===== config.mk =====
export PLATFORM = sky130hd
export DESIGN_NAME = timeline_change_point_table
export DESIGN_NICKNAME = d
export VERILOG_FILES = /design/src/sv/tcpt_pkg.sv /design/src/sv/tcpt_cell.sv /design/src/sv/timeline_change_point_table.sv
export VERILOG_INCLUDE_DIRS = /design/src /design/src/sv
export SDC_FILE = /design/constraint.sdc
export NUM_CORES = 2
export LEC_CHECK = 0
export BUFFER_PORTS_ARGS = -buffer_cell sky130_fd_sc_hd__buf_2
export CORE_UTILIZATION = 35
export CTS_CLUSTER_DIAMETER = 40
export DETAILED_ROUTE_END_ITERATION = 12
export PLACE_DENSITY = 0.55
export SLEW_MARGIN = 10
export SYNTH_ARGS = -nofsm -noshare
export SYNTH_HDL_FRONTEND = slang
export SYNTH_HIERARCHICAL = 1
export SYNTH_SLANG_ARGS = --single-unit

===== constraint.sdc =====
create_clock -name clk -period 13.8 [get_ports clk]
set_input_delay 0.69 -clock clk [delete_from_list [all_inputs] [get_ports clk]]
set_output_delay 0.69 -clock clk [all_outputs]
set_load 0.05 [all_outputs]

===== src/sv/timeline_change_point_table_macros.svh =====
// ---------------------------------------------------------------------------
// timeline change point table: assertion macros
// shared assertion wrappers, empty when SYNTH is defined
// ---------------------------------------------------------------------------
`ifndef TIMELINE_CHANGE_POINT_TABLE_MACROS_SVH
`define TIMELINE_CHANGE_POINT_TABLE_MACROS_SVH

`ifndef SYNTH
`define TCPT_ASSERT(lbl, clk, rst_n, prop, msg) \
  lbl: assert property (@(posedge clk) disable iff (!rst_n) prop) else $error(msg);
`define TCPT_ASSERT_ALWAYS(lbl, clk, prop, msg) \
  lbl: assert property (@(posedge clk) prop) else $error(msg);
`else
`define TCPT_ASSERT(lbl, clk, rst_n, prop, msg)
`define TCPT_ASSERT_ALWAYS(lbl, clk, prop, msg)
`endif

`endif


===== src/sv/tcpt_pkg.sv =====
// ---------------------------------------------------------------------------
// tcpt_pkg
// types, codes and widths of the timeline change point table
// ---------------------------------------------------------------------------
`default_nettype none

package tcpt_pkg;

  localparam int TCPT_TABLE_DEPTH = 16;
  localparam int TICK_W           = 32;
  localparam int TYPE_W           = 16;
  localparam int ACTION_W         = 2;
  localparam int STATUS_W         = 2;
  localparam int IN_FIELDS_W      = ACTION_W + TICK_W + TYPE_W;
  localparam int IN_DATA_W        = ((IN_FIELDS_W + 7) / 8) * 8;
  localparam int OUT_FIELDS_W     = TYPE_W + 2 * TICK_W + STATUS_W;
  localparam int OUT_DATA_W       = ((OUT_FIELDS_W + 7) / 8) * 8;

  localparam logic [TYPE_W-1:0] DEFAULT_TYPE_RST = '0;

  typedef enum logic [ACTION_W-1:0] {
    ACT_LOOKUP = 2'd0,
    ACT_SET    = 2'd1,
    ACT_REMOVE = 2'd2,
    ACT_RANGE  = 2'd3
  } tcpt_action_t;

  typedef enum logic [STATUS_W-1:0] {
    STS_OK        = 2'd0,
    STS_NOT_FOUND = 2'd1,
    STS_FULL      = 2'd2,
    STS_NEGATIVE  = 2'd3
  } tcpt_status_t;

  typedef enum logic {
    ST_IDLE = 1'b0,
    ST_BUSY = 1'b1
  } tcpt_state_t;

  typedef struct packed {
    logic                     valid;
    logic signed [TICK_W-1:0] tick;
    logic        [TYPE_W-1:0] etype;
  } entry_t;

  typedef struct packed {
    logic                     insert;
    logic                     remove;
    logic                     overwrite;
    logic signed [TICK_W-1:0] new_tick;
    logic        [TYPE_W-1:0] new_type;
  } cell_cmd_t;

  typedef struct packed {
    logic le;
    logic lt;
    logic eq;
    logic floor_hit;
    logic ceil_hit;
  } cell_flags_t;

endpackage

`default_nettype wire


===== src/sv/tcpt_cell.sv =====
// ---------------------------------------------------------------------------
// tcpt_cell
// one slot of the sorted change point chain, shifts with its neighbours
// ---------------------------------------------------------------------------
`default_nettype none

module tcpt_cell
  import tcpt_pkg::*;
(
  input  wire logic                     clk,
  input  wire logic                     rst_n,
  input  wire logic signed [TICK_W-1:0] q_tick,
  input  wire cell_cmd_t                cmd,
  input  wire entry_t                   left_entry,
  input  wire entry_t                   right_entry,
  input  wire logic                     left_le,
  input  wire logic                     right_le,
  output entry_t                        entry,
  output cell_flags_t                   flags
);

  logic                     valid_r, valid_nxt;
  logic signed [TICK_W-1:0] tick_r, tick_nxt;
  logic        [TYPE_W-1:0] type_r, type_nxt;

  always_comb begin
    flags.le        = valid_r && (tick_r <= q_tick);
    flags.lt        = valid_r && (tick_r < q_tick);
    flags.eq        = valid_r && (tick_r == q_tick);
    flags.floor_hit = flags.le && !right_le;
    flags.ceil_hit  = valid_r && !flags.le && left_le;
  end

  always_comb begin
    valid_nxt = valid_r;
    tick_nxt  = tick_r;
    type_nxt  = type_r;
    if (cmd.insert && !flags.le) begin
      if (left_le) begin
        valid_nxt = 1'b1;
        tick_nxt  = cmd.new_tick;
        type_nxt  = cmd.new_type;
      end else begin
        valid_nxt = left_entry.valid;
        tick_nxt  = left_entry.tick;
        type_nxt  = left_entry.etype;
      end
    end else if (cmd.remove && !flags.lt) begin
      valid_nxt = right_entry.valid;
      tick_nxt  = right_entry.tick;
      type_nxt  = right_entry.etype;
    end else if (cmd.overwrite && flags.eq) begin
      type_nxt = cmd.new_type;
    end
  end

  always_ff @(posedge clk) begin
    if (!rst_n) begin
      valid_r <= 1'b0;
    end else begin
      valid_r <= valid_nxt;
    end
  end

  always_ff @(posedge clk) begin
    tick_r <= tick_nxt;
    type_r <= type_nxt;
  end

  assign entry.valid = valid_r;
  assign entry.tick  = tick_r;
  assign entry.etype = type_r;

endmodule

`default_nettype wire


===== src/sv/timeline_change_point_table.sv =====
// ---------------------------------------------------------------------------
// timeline_change_point_table
// initial type plus a sorted chain of change points with lookup, edit and
// range queries
// ---------------------------------------------------------------------------
//  channel  dir  handshake           payload
//  in_      in   in_tvalid/tready    in_tdata: action, tick, type_value
//  out_     out  out_tvalid/tready   out_tdata: type_out, range_start,
//                                    range_end, status
//  cfg_     in   cfg_valid/ready     cfg_data: default_type
//
//  each transaction: capture, then one compare pass over the chain
//  the compare pass and the chain shift close at the same edge
//  the next transaction is taken while a result waits in the output register
//  a stalled output holds the compare pass until the register frees
//  reset empties the chain, initial type back to zero
// ---------------------------------------------------------------------------
`default_nettype none

module timeline_change_point_table
  import tcpt_pkg::*;
#(
  parameter int TABLE_DEPTH = TCPT_TABLE_DEPTH
) (
  input  wire logic                  clk,
  input  wire logic                  rst_n,
  input  wire logic                  in_tvalid,
  output logic                       in_tready,
  input  wire logic [IN_DATA_W-1:0]  in_tdata,   // action, tick, type_value, zero pad
  output logic                       out_tvalid,
  input  wire logic                  out_tready,
  output logic [OUT_DATA_W-1:0]      out_tdata,  // type_out, range_start, range_end, status, pad
  input  wire logic                  cfg_valid,
  output logic                       cfg_ready,
  input  wire logic [TYPE_W-1:0]     cfg_data    // default_type
);

  `include "timeline_change_point_table_macros.svh"

  tcpt_state_t              state_r, state_nxt;
  tcpt_action_t             q_action_r;
  logic signed [TICK_W-1:0] q_tick_r;
  logic        [TYPE_W-1:0] q_type_r;
  logic        [TYPE_W-1:0] default_type_r;
  logic        [TYPE_W-1:0] initial_type_r, initial_type_nxt;
  logic                     out_valid_r;
  logic [OUT_FIELDS_W-1:0]  out_fields_r;

  entry_t      cell_entry [TABLE_DEPTH];
  cell_flags_t cell_flags [TABLE_DEPTH];
  cell_cmd_t   cmd;

  logic                     advance;
  logic                     in_accept;
  logic [TABLE_DEPTH-1:0]   valid_vec, floor_vec;
  logic                     any_floor, any_ceil, any_eq, full;
  logic signed [TICK_W-1:0] floor_tick, ceil_tick;
  logic        [TYPE_W-1:0] floor_type;
  logic                     neg, zero;

  logic        [TYPE_W-1:0] res_type;
  logic signed [TICK_W-1:0] res_start, res_end;
  tcpt_status_t             res_status;

  // chain of cells
  for (genvar k = 0; k < TABLE_DEPTH; k++) begin : g_cell
    entry_t l_entry, r_entry;
    logic   l_le, r_le;
    if (k == 0) begin : g_first
      assign l_entry = '0;
      assign l_le    = 1'b1;
    end else begin : g_mid_l
      assign l_entry = cell_entry[k-1];
      assign l_le    = cell_flags[k-1].le;
    end
    if (k == TABLE_DEPTH - 1) begin : g_last
      assign r_entry = '0;
      assign r_le    = 1'b0;
    end else begin : g_mid_r
      assign r_entry = cell_entry[k+1];
      assign r_le    = cell_flags[k+1].le;
    end
    tcpt_cell u_cell (
      .clk         (clk),
      .rst_n       (rst_n),
      .q_tick      (q_tick_r),
      .cmd         (cmd),
      .left_entry  (l_entry),
      .right_entry (r_entry),
      .left_le     (l_le),
      .right_le    (r_le),
      .entry       (cell_entry[k]),
      .flags       (cell_flags[k])
    );
  end

  // one-hot gather of the hit cells
  always_comb begin
    valid_vec  = '0;
    floor_vec  = '0;
    any_floor  = 1'b0;
    any_ceil   = 1'b0;
    any_eq     = 1'b0;
    floor_tick = '0;
    floor_type = '0;
    ceil_tick  = '0;
    for (int k = 0; k < TABLE_DEPTH; k++) begin
      valid_vec[k] = cell_entry[k].valid;
      floor_vec[k] = cell_flags[k].floor_hit;
      any_floor    = any_floor | cell_flags[k].floor_hit;
      any_ceil     = any_ceil | cell_flags[k].ceil_hit;
      any_eq       = any_eq | cell_flags[k].eq;
      floor_tick   = floor_tick | (cell_entry[k].tick & {TICK_W{cell_flags[k].floor_hit}});
      floor_type   = floor_type | (cell_entry[k].etype & {TYPE_W{cell_flags[k].floor_hit}});
      ceil_tick    = ceil_tick | (cell_entry[k].tick & {TICK_W{cell_flags[k].ceil_hit}});
    end
    full = cell_entry[TABLE_DEPTH-1].valid;
  end

  assign neg       = q_tick_r[TICK_W-1];
  assign zero      = (q_tick_r == '0);
  assign advance   = (state_r == ST_BUSY) && (!out_valid_r || out_tready);
  assign in_accept = in_tvalid && in_tready;

  // result and chain command
  always_comb begin
    res_type         = '0;
    res_start        = '0;
    res_end          = '0;
    res_status       = STS_OK;
    initial_type_nxt = initial_type_r;
    cmd              = '0;
    cmd.new_tick     = q_tick_r;
    cmd.new_type     = q_type_r;
    case (q_action_r)
      ACT_LOOKUP: begin
        if (neg) begin
          res_type = default_type_r;
        end else if (any_floor) begin
          res_type = floor_type;
        end else begin
          res_type = initial_type_r;
        end
      end
      ACT_SET: begin
        if (neg) begin
          res_status = STS_NEGATIVE;
        end else if (zero) begin
          initial_type_nxt = q_type_r;
          res_type         = q_type_r;
        end else if (any_eq) begin
          cmd.overwrite = advance;
          res_type      = q_type_r;
        end else if (full) begin
          res_status = STS_FULL;
        end else begin
          cmd.insert = advance;
          res_type   = q_type_r;
        end
      end
      ACT_REMOVE: begin
        if (neg) begin
          res_status = STS_NEGATIVE;
        end else if (zero) begin
          initial_type_nxt = default_type_r;
        end else if (any_eq) begin
          cmd.remove = advance;
        end else begin
          res_status = STS_NOT_FOUND;
        end
      end
      default: begin
        if (neg) begin
          res_start = '1;
          res_end   = '1;
        end else begin
          res_start = any_floor ? floor_tick : '0;
          res_end   = any_ceil ? ceil_tick : '1;
        end
      end
    endcase
  end

  // control
  always_comb begin
    state_nxt = state_r;
    in_tready = (state_r == ST_IDLE);
    case (state_r)
      ST_IDLE: begin
        if (in_tvalid) begin
          state_nxt = ST_BUSY;
        end
      end
      ST_BUSY: begin
        if (advance) begin
          state_nxt = ST_IDLE;
        end
      end
      default: begin
        state_nxt = ST_IDLE;
      end
    endcase
  end

  always_ff @(posedge clk) begin
    if (!rst_n) begin
      state_r <= ST_IDLE;
    end else begin
      state_r <= state_nxt;
    end
  end

  always_ff @(posedge clk) begin
    if (!rst_n) begin
      out_valid_r    <= 1'b0;
      default_type_r <= DEFAULT_TYPE_RST;
      initial_type_r <= DEFAULT_TYPE_RST;
    end else begin
      if (advance) begin
        out_valid_r    <= 1'b1;
        initial_type_r <= initial_type_nxt;
      end else if (out_tready) begin
        out_valid_r <= 1'b0;
      end
      if (cfg_valid && cfg_ready) begin
        default_type_r <= cfg_data;
      end
    end
  end

  always_ff @(posedge clk) begin
    if (in_accept) begin
      q_action_r <= tcpt_action_t'(in_tdata[ACTION_W-1:0]);
      q_tick_r   <= in_tdata[ACTION_W +: TICK_W];
      q_type_r   <= in_tdata[ACTION_W+TICK_W +: TYPE_W];
    end
    if (advance) begin
      out_fields_r <= {res_status, res_end, res_start, res_type};
    end
  end

  assign cfg_ready  = 1'b1;
  assign out_tvalid = out_valid_r;
  assign out_tdata  = OUT_DATA_W'(out_fields_r);

  `TCPT_ASSERT(a_accept_busy, clk, rst_n, in_accept |=> (state_r == ST_BUSY), "accept did not start a compare pass")
  `TCPT_ASSERT(a_chain_packed, clk, rst_n, (valid_vec & (valid_vec + TABLE_DEPTH'(1))) == '0, "chain has a hole")
  `TCPT_ASSERT(a_floor_onehot, clk, rst_n, $onehot0(floor_vec), "more than one floor cell")
  `TCPT_ASSERT(a_advance_result, clk, rst_n, advance |=> out_valid_r, "compare pass lost its result")
  `TCPT_ASSERT_ALWAYS(a_reset_idle, clk, !rst_n |=> (state_r == ST_IDLE && !out_valid_r), "reset left control busy")

endmodule

`default_nettype wire

Yosys cells after proc, flatten, opt, wreduce, memory -nomap -nowiden
Cells that the tools add are included.

Order comparisons: 32. Equality and inequality tests: 22. Mux-type cells: 196. Bitwise gates (word level): 139. Reductions and logical operators: 216.

Operators by type and width (count): 2-to-1 mux 32 bit (51); 2-to-1 mux 16 bit (73); bitwise AND 32 bit (32); bitwise OR 32 bit (30); equality test 32 bit (16); <= comparator 32 bit (16); < comparator 32 bit (16); bitwise AND 16 bit (16); bitwise OR 16 bit (15); logical AND 1 bit (144); one-hot mux 16 bit (2 select lines) (2); 2-to-1 mux 1 bit (63); nonzero test 3 bit (16); bitwise OR 1 bit (45); nonzero test 2 bit (18); zero test 1 bit (33); zero test 32 bit (1); 2-to-1 mux 2 bit (5); != test 2 bit, second input constant (4); AND reduction 6 bit (1); one-hot mux 2 bit (2 select lines) (1); OR reduction 3 bit (1); equality test 2 x 1 -> 1 bit, second input constant (1); equality test 2 bit, second input constant (1); 4 further kinds (4).

Flip-flop bits (word level): 950. Input bits: 77. Output and inout bits: 91. Logic and storage cells: 662.

Depth between registers and ports, before layout
Depth after elaboration: 25. Mapped depth: 21. Depth with buffers taken out: 16.

By module
The synthesis kept the hierarchy.

Modules (own cells, without submodules): tcpt_cell at g_cell[0].u_cell ... (instances 13, cells an instance 335, area an instance 3485.8 um2, seq. area each 1461.4 um2); timeline_change_point_table (instances 1, cells an instance 1385, area an instance 13324.0 um2, seq. area each 4644.5 um2); tcpt_cell at g_cell[7].u_cell ... (instances 3, cells an instance 297, area an instance 3776.1 um2, seq. area each 1461.4 um2).

Worst setup path after synthesis
OpenSTA, ideal clock, no wires.

Kind: register to register. Start: register q_tick_r[31]. End: register g_cell[0].u_cell.type_r[0] (enable). Setup time: 0.368 ns. Data arrival time: 10.981 ns. Slack: 2.452 ns. Stages on the path, launching flop included: 12. Path buffers: 0. Cell sequence: edfxtp_1 > inv_1 > ha_1 > nand4_2 > nor4_4 > and3_2 > nor4_1 > nand4_1 > nor4b_1 > nand2_2 > a21oi_1 > a21o_1.

RTL lines: start: declaration (RTL line timeline_change_point_table.sv:42) `logic signed [TICK_W-1:0] q_tick_r;`; start signal: assignment (RTL line timeline_change_point_table.sv:234) `q_tick_r <= in_tdata[ACTION_W +: TICK_W];`; end signal: assignment (RTL line tcpt_cell.sv:67) `type_r <= type_nxt;`; end: declaration (RTL line tcpt_cell.sv:24) `logic [TYPE_W-1:0] type_r, type_nxt;`.

==> impl_metrics.env <==
export IMPL_leakage_nw=30.0
export IMPL_grt_overflow=0
export IMPL_clk_latency_ps=890
export IMPL_peakVddDrop_mv=0.103
export IMPL_slew_limit_headroom_pct=0.223
export IMPL_path_max_fanout=73
export IMPL_yosysUniqueCellTypes=77
export IMPL_stdcell_count=9685
export IMPL_nets=7448
export IMPL_areaGrowthSynthToFinish_pct=17.0
export IMPL_hpwlAfterDp_um=249000
export IMPL_fin_crit_ps=8150
export IMPL_synthArstFlopShare_pct=0
export IMPL_nFillCells=18800
export IMPL_numCtsBuffers=202
export IMPL_r2r_slack_ps=5650
export IMPL_worst_pin_slew_ps=1480
export IMPL_cts_tree="built"
export IMPL_drtPass1Iterations=11
export IMPL_ant_nets=0
export IMPL_max_freq_ghz=0.123
export IMPL_final_period_utilization_pct=59.1
export IMPL_hold_depth=1
export IMPL_failed_checks="max-capacitance violations"
export IMPL_min_to="q_type_r[4]"
export IMPL_syn_area_per_cell_um2=10.6
export IMPL_synthTopCellsByArea="edfxtp_1 39%, ha_1 9.2%, mux2i_1 6.4%, o21ai_0 5.5%, o22a_1 5.2%"
export IMPL_status="finished with violations"
export IMPL_post_synth_top_area_cell="edfxtp_1"
export IMPL_synth_seq_cells=950
export IMPL_pwr_density_cell_nw_per_um2=117
export IMPL_die_x_um=449
export IMPL_holdCritPathClass="input port to flop"
export IMPL_finalSetupTns_ps=0
export IMPL_timing_hold_ws_ps=31.4
export IMPL_r2r_end="out_fields_r[10]"
export IMPL_core_area_um2=198000
export IMPL_ys_warn_count=6
export IMPL_synth_edff_count=900
export IMPL_crit_reg2reg_launch="q_tick_r[31]"
export IMPL_ys_flop_type="edfxtp_1"
export IMPL_htreeDepth=4
export IMPL_first_global_vias=62900
export IMPL_portBuffers=154
export IMPL_finalSetupViolations=0
export IMPL_ctsResizeCount=0
export IMPL_fin_skew_ps=62.4
export IMPL_hp_start="in_tdata[38]"
export IMPL_drt_iter0_markers=12200
export IMPL_max_cap_violations=2
export IMPL_rsz0062_at_grt="no"
export IMPL_grt_max_degree=74
export IMPL_viasPerCell=6.93
export IMPL_worstSetupPathType="flop to flop"
export IMPL_hold_viol=0
export IMPL_cp_arrival_ps=8890
export IMPL_rows=163
export IMPL_synth_seq_area_share_pct=40.1
export IMPL_synth_cells=6631
export IMPL_crit_required_ps=14530
export IMPL_cts_root_buf="clkbuf_16"
export IMPL_wl_per_cell_um=38.5
export IMPL_die_height_um=449
export IMPL_grt_pass1_wl_um=506000
export IMPL_initial_core_util_pct=35.3
export IMPL_place_inst=9250
export IMPL_r2r_cells=16
export IMPL_synth_top_area_share_pct=38.6
export IMPL_worst_setup_path_end_kind="flop"
export IMPL_place_congestion=1.02
export IMPL_maxSlewViolCount=0
export IMPL_clk_pin_slew_ps=50
export IMPL_cts_buffer_depth=3
export IMPL_drcViolationCount=0
export IMPL_clock_sinks=950
export IMPL_grt_usage_pct=35.4
export IMPL_antenna_found_initial=39
export IMPL_drt_total_wl_um=373000
export IMPL_startpoint_type="flop"
export IMPL_drive_gt1_share_pct=16.6
export IMPL_num_vias=67100
export IMPL_ios=168
export IMPL_die_area_um2=202000
export IMPL_post_cts_buffers=0
export IMPL_netlist_area_um2=70000
export IMPL_holdBufCountCts=41
[stage by stage]
| stage | total power [W] | instance area [um^2] | utilization (%) | setup slack [ps] |
|---|---|---|---|---|
| 2_1_floorplan | 0.00398 | 70400 | - | 2450 |
| 3_5_place_dp | 0.00439 | 74300 | 37.5 | 6210 |
| 6_report | 0.00956 | 81900 | 41.3 | 5650 |
| 4_1_cts | 0.00953 | 81800 | 41.3 | 6210 |
| 3_3_place_gp | 0.00437 | 74300 | 37.5 | 6270 |
| 5_1_grt | 0.00974 | 81800 | 41.3 | 5970 |
[state kept, by name, indices dropped and copies added, names as in the netlist, 2 cells and up]
name,count
g_cell.u_cell/tick_r,512
g_cell.u_cell/type_r,256
out_fields_r,82
q_tick_r,32
default_type_r,16
g_cell.u_cell/valid_r,16
initial_type_r,16
q_type_r,16
q_action_r,2
[worst max-delay path, stage by stage, from the launching register on]
cell and delay (ps):
edfxtp_1 370, buf_12 440, inv_1 120, ha_1 400
nand4_2 380, nor4_2 1320, o31a_1 510, o41ai_4 100
nand2b_2 510, buf_4 460, nor2b_4 160, buf_4 860
nor4_1 150, nand4_1 380, nand3b_1 690, a31oi_1 730
a211o_1 180
[final cells by class]
cell class	instances	area, um^2	share of cell area (%)
clock buffer	224	5140	6.28
sequential	950	28000	34.2
tap	2640	3300	4.04
inverter	562	2110	2.58
antenna	11	27.5	0.0336
timing repair buffer	379	2570	3.15
clock inverter	159	1980	2.42
multi-input combinational	4760	38700	47.3
[power by group]
group | internal (W) | total (W) | switching [W]
logic | 0.000340 | 0.00108 | 0.000742
registers | 0.00323 | 0.00333 | 0.0000931
clock network | 0.00332 | 0.00515 | 0.00183
total | 0.00689 | 0.00956 | 0.00266
[metal layers]
layer  share of wire [%]  track usage (%)  vias to the layer above
met3                  15             14.6                     1432
met2                  40             48.8                     5753
met1                  38             45.7                    33200
li1                    -                -                    26700
met5                0.11            0.734                        -
met4                 7.2             21.2                       34
[layout by cell type, fill, tap and decap left out, drive strengths merged, types with 16 or more instances in the layout]
cell type    count
nand4          192
nand3b          20
dfxtp           50
buf            338
a222oi          32
a21oi          278
clkinvlp        20
nor4            55
a31oi           32
and3            19
a22oi          325
edfxtp         900
conb           107
nor3            23
o221a           16
o211ai          20
nor2            71
mux2           192
a2bb2oi         48
o31a            61
or2             17
nor2b           47
o21ai          909
inv            583
nand2b          94
a22o           148
mux2i          448
o21a            39
clkinv          85
nand2          142
a221oi         135
o22a           416
nand3          121
a21o            55
ha             516
bufinv          33
o22ai           61
clkbuf         224
dlygate4sd3     41
[synth_stat cells, drive strengths merged (6+ instances only)]
library cell	n
o21ai	909
edfxtp	900
inv	561
ha	516
mux2i	448
o22a	416
a22oi	325
clkbuf	285
a21oi	278
mux2	192
nand4	192
buf	179
a22o	148
nand2	142
a221oi	135
nand3	121
nand2b	94
nor2	71
o22ai	61
o31a	61
a21o	55
nor4	55
dfxtp	50
a2bb2oi	48
nor2b	47
o21a	39
a222oi	32
a31oi	32
nor3	23
nand3b	20
o211ai	20
and3	19
or2	17
o221a	16
a211o	15
a311oi	14
a2111oi	13
a21boi	13
a31o	13
o311a	13
o41ai	13
a211oi	6
[worst max-delay path by stage]
stage	start	to	slack [ps]	cells after the start
floorplan	q_tick_r[31]	g_cell[0].u_cell/type_r[0]	2450	11
global placement	q_tick_r[31]	out_fields_r[3]	6270	16
detailed placement	q_tick_r[31]	out_fields_r[7]	6210	16
CTS	q_tick_r[31]	out_fields_r[3]	6210	16
global route	q_tick_r[31]	out_fields_r[3]	5970	17
finish	q_tick_r[31]	out_fields_r[10]	5650	16
[logic make-up (layout without fill, tap and decap cells)]
| family | count (synthesis) | in the layout | synth area share, % |
|---|---|---|---|
| AND/OR/NAND/NOR | 808 | 808 | 7.25 |
| AO/OA/AOI/OAI | 2689 | 2689 | 27.3 |
| adder cells (fa/ha/maj) | 516 | 516 | 9.23 |
| flip-flops | 950 | 950 | 40.1 |
| multiplexers | 640 | 640 | 9.98 |
| other | 2 | 118 | 0.0107 |
| buffers and inverters | 1026 | 1324 | 6.19 |
Power figures use the tool's default switching activity.
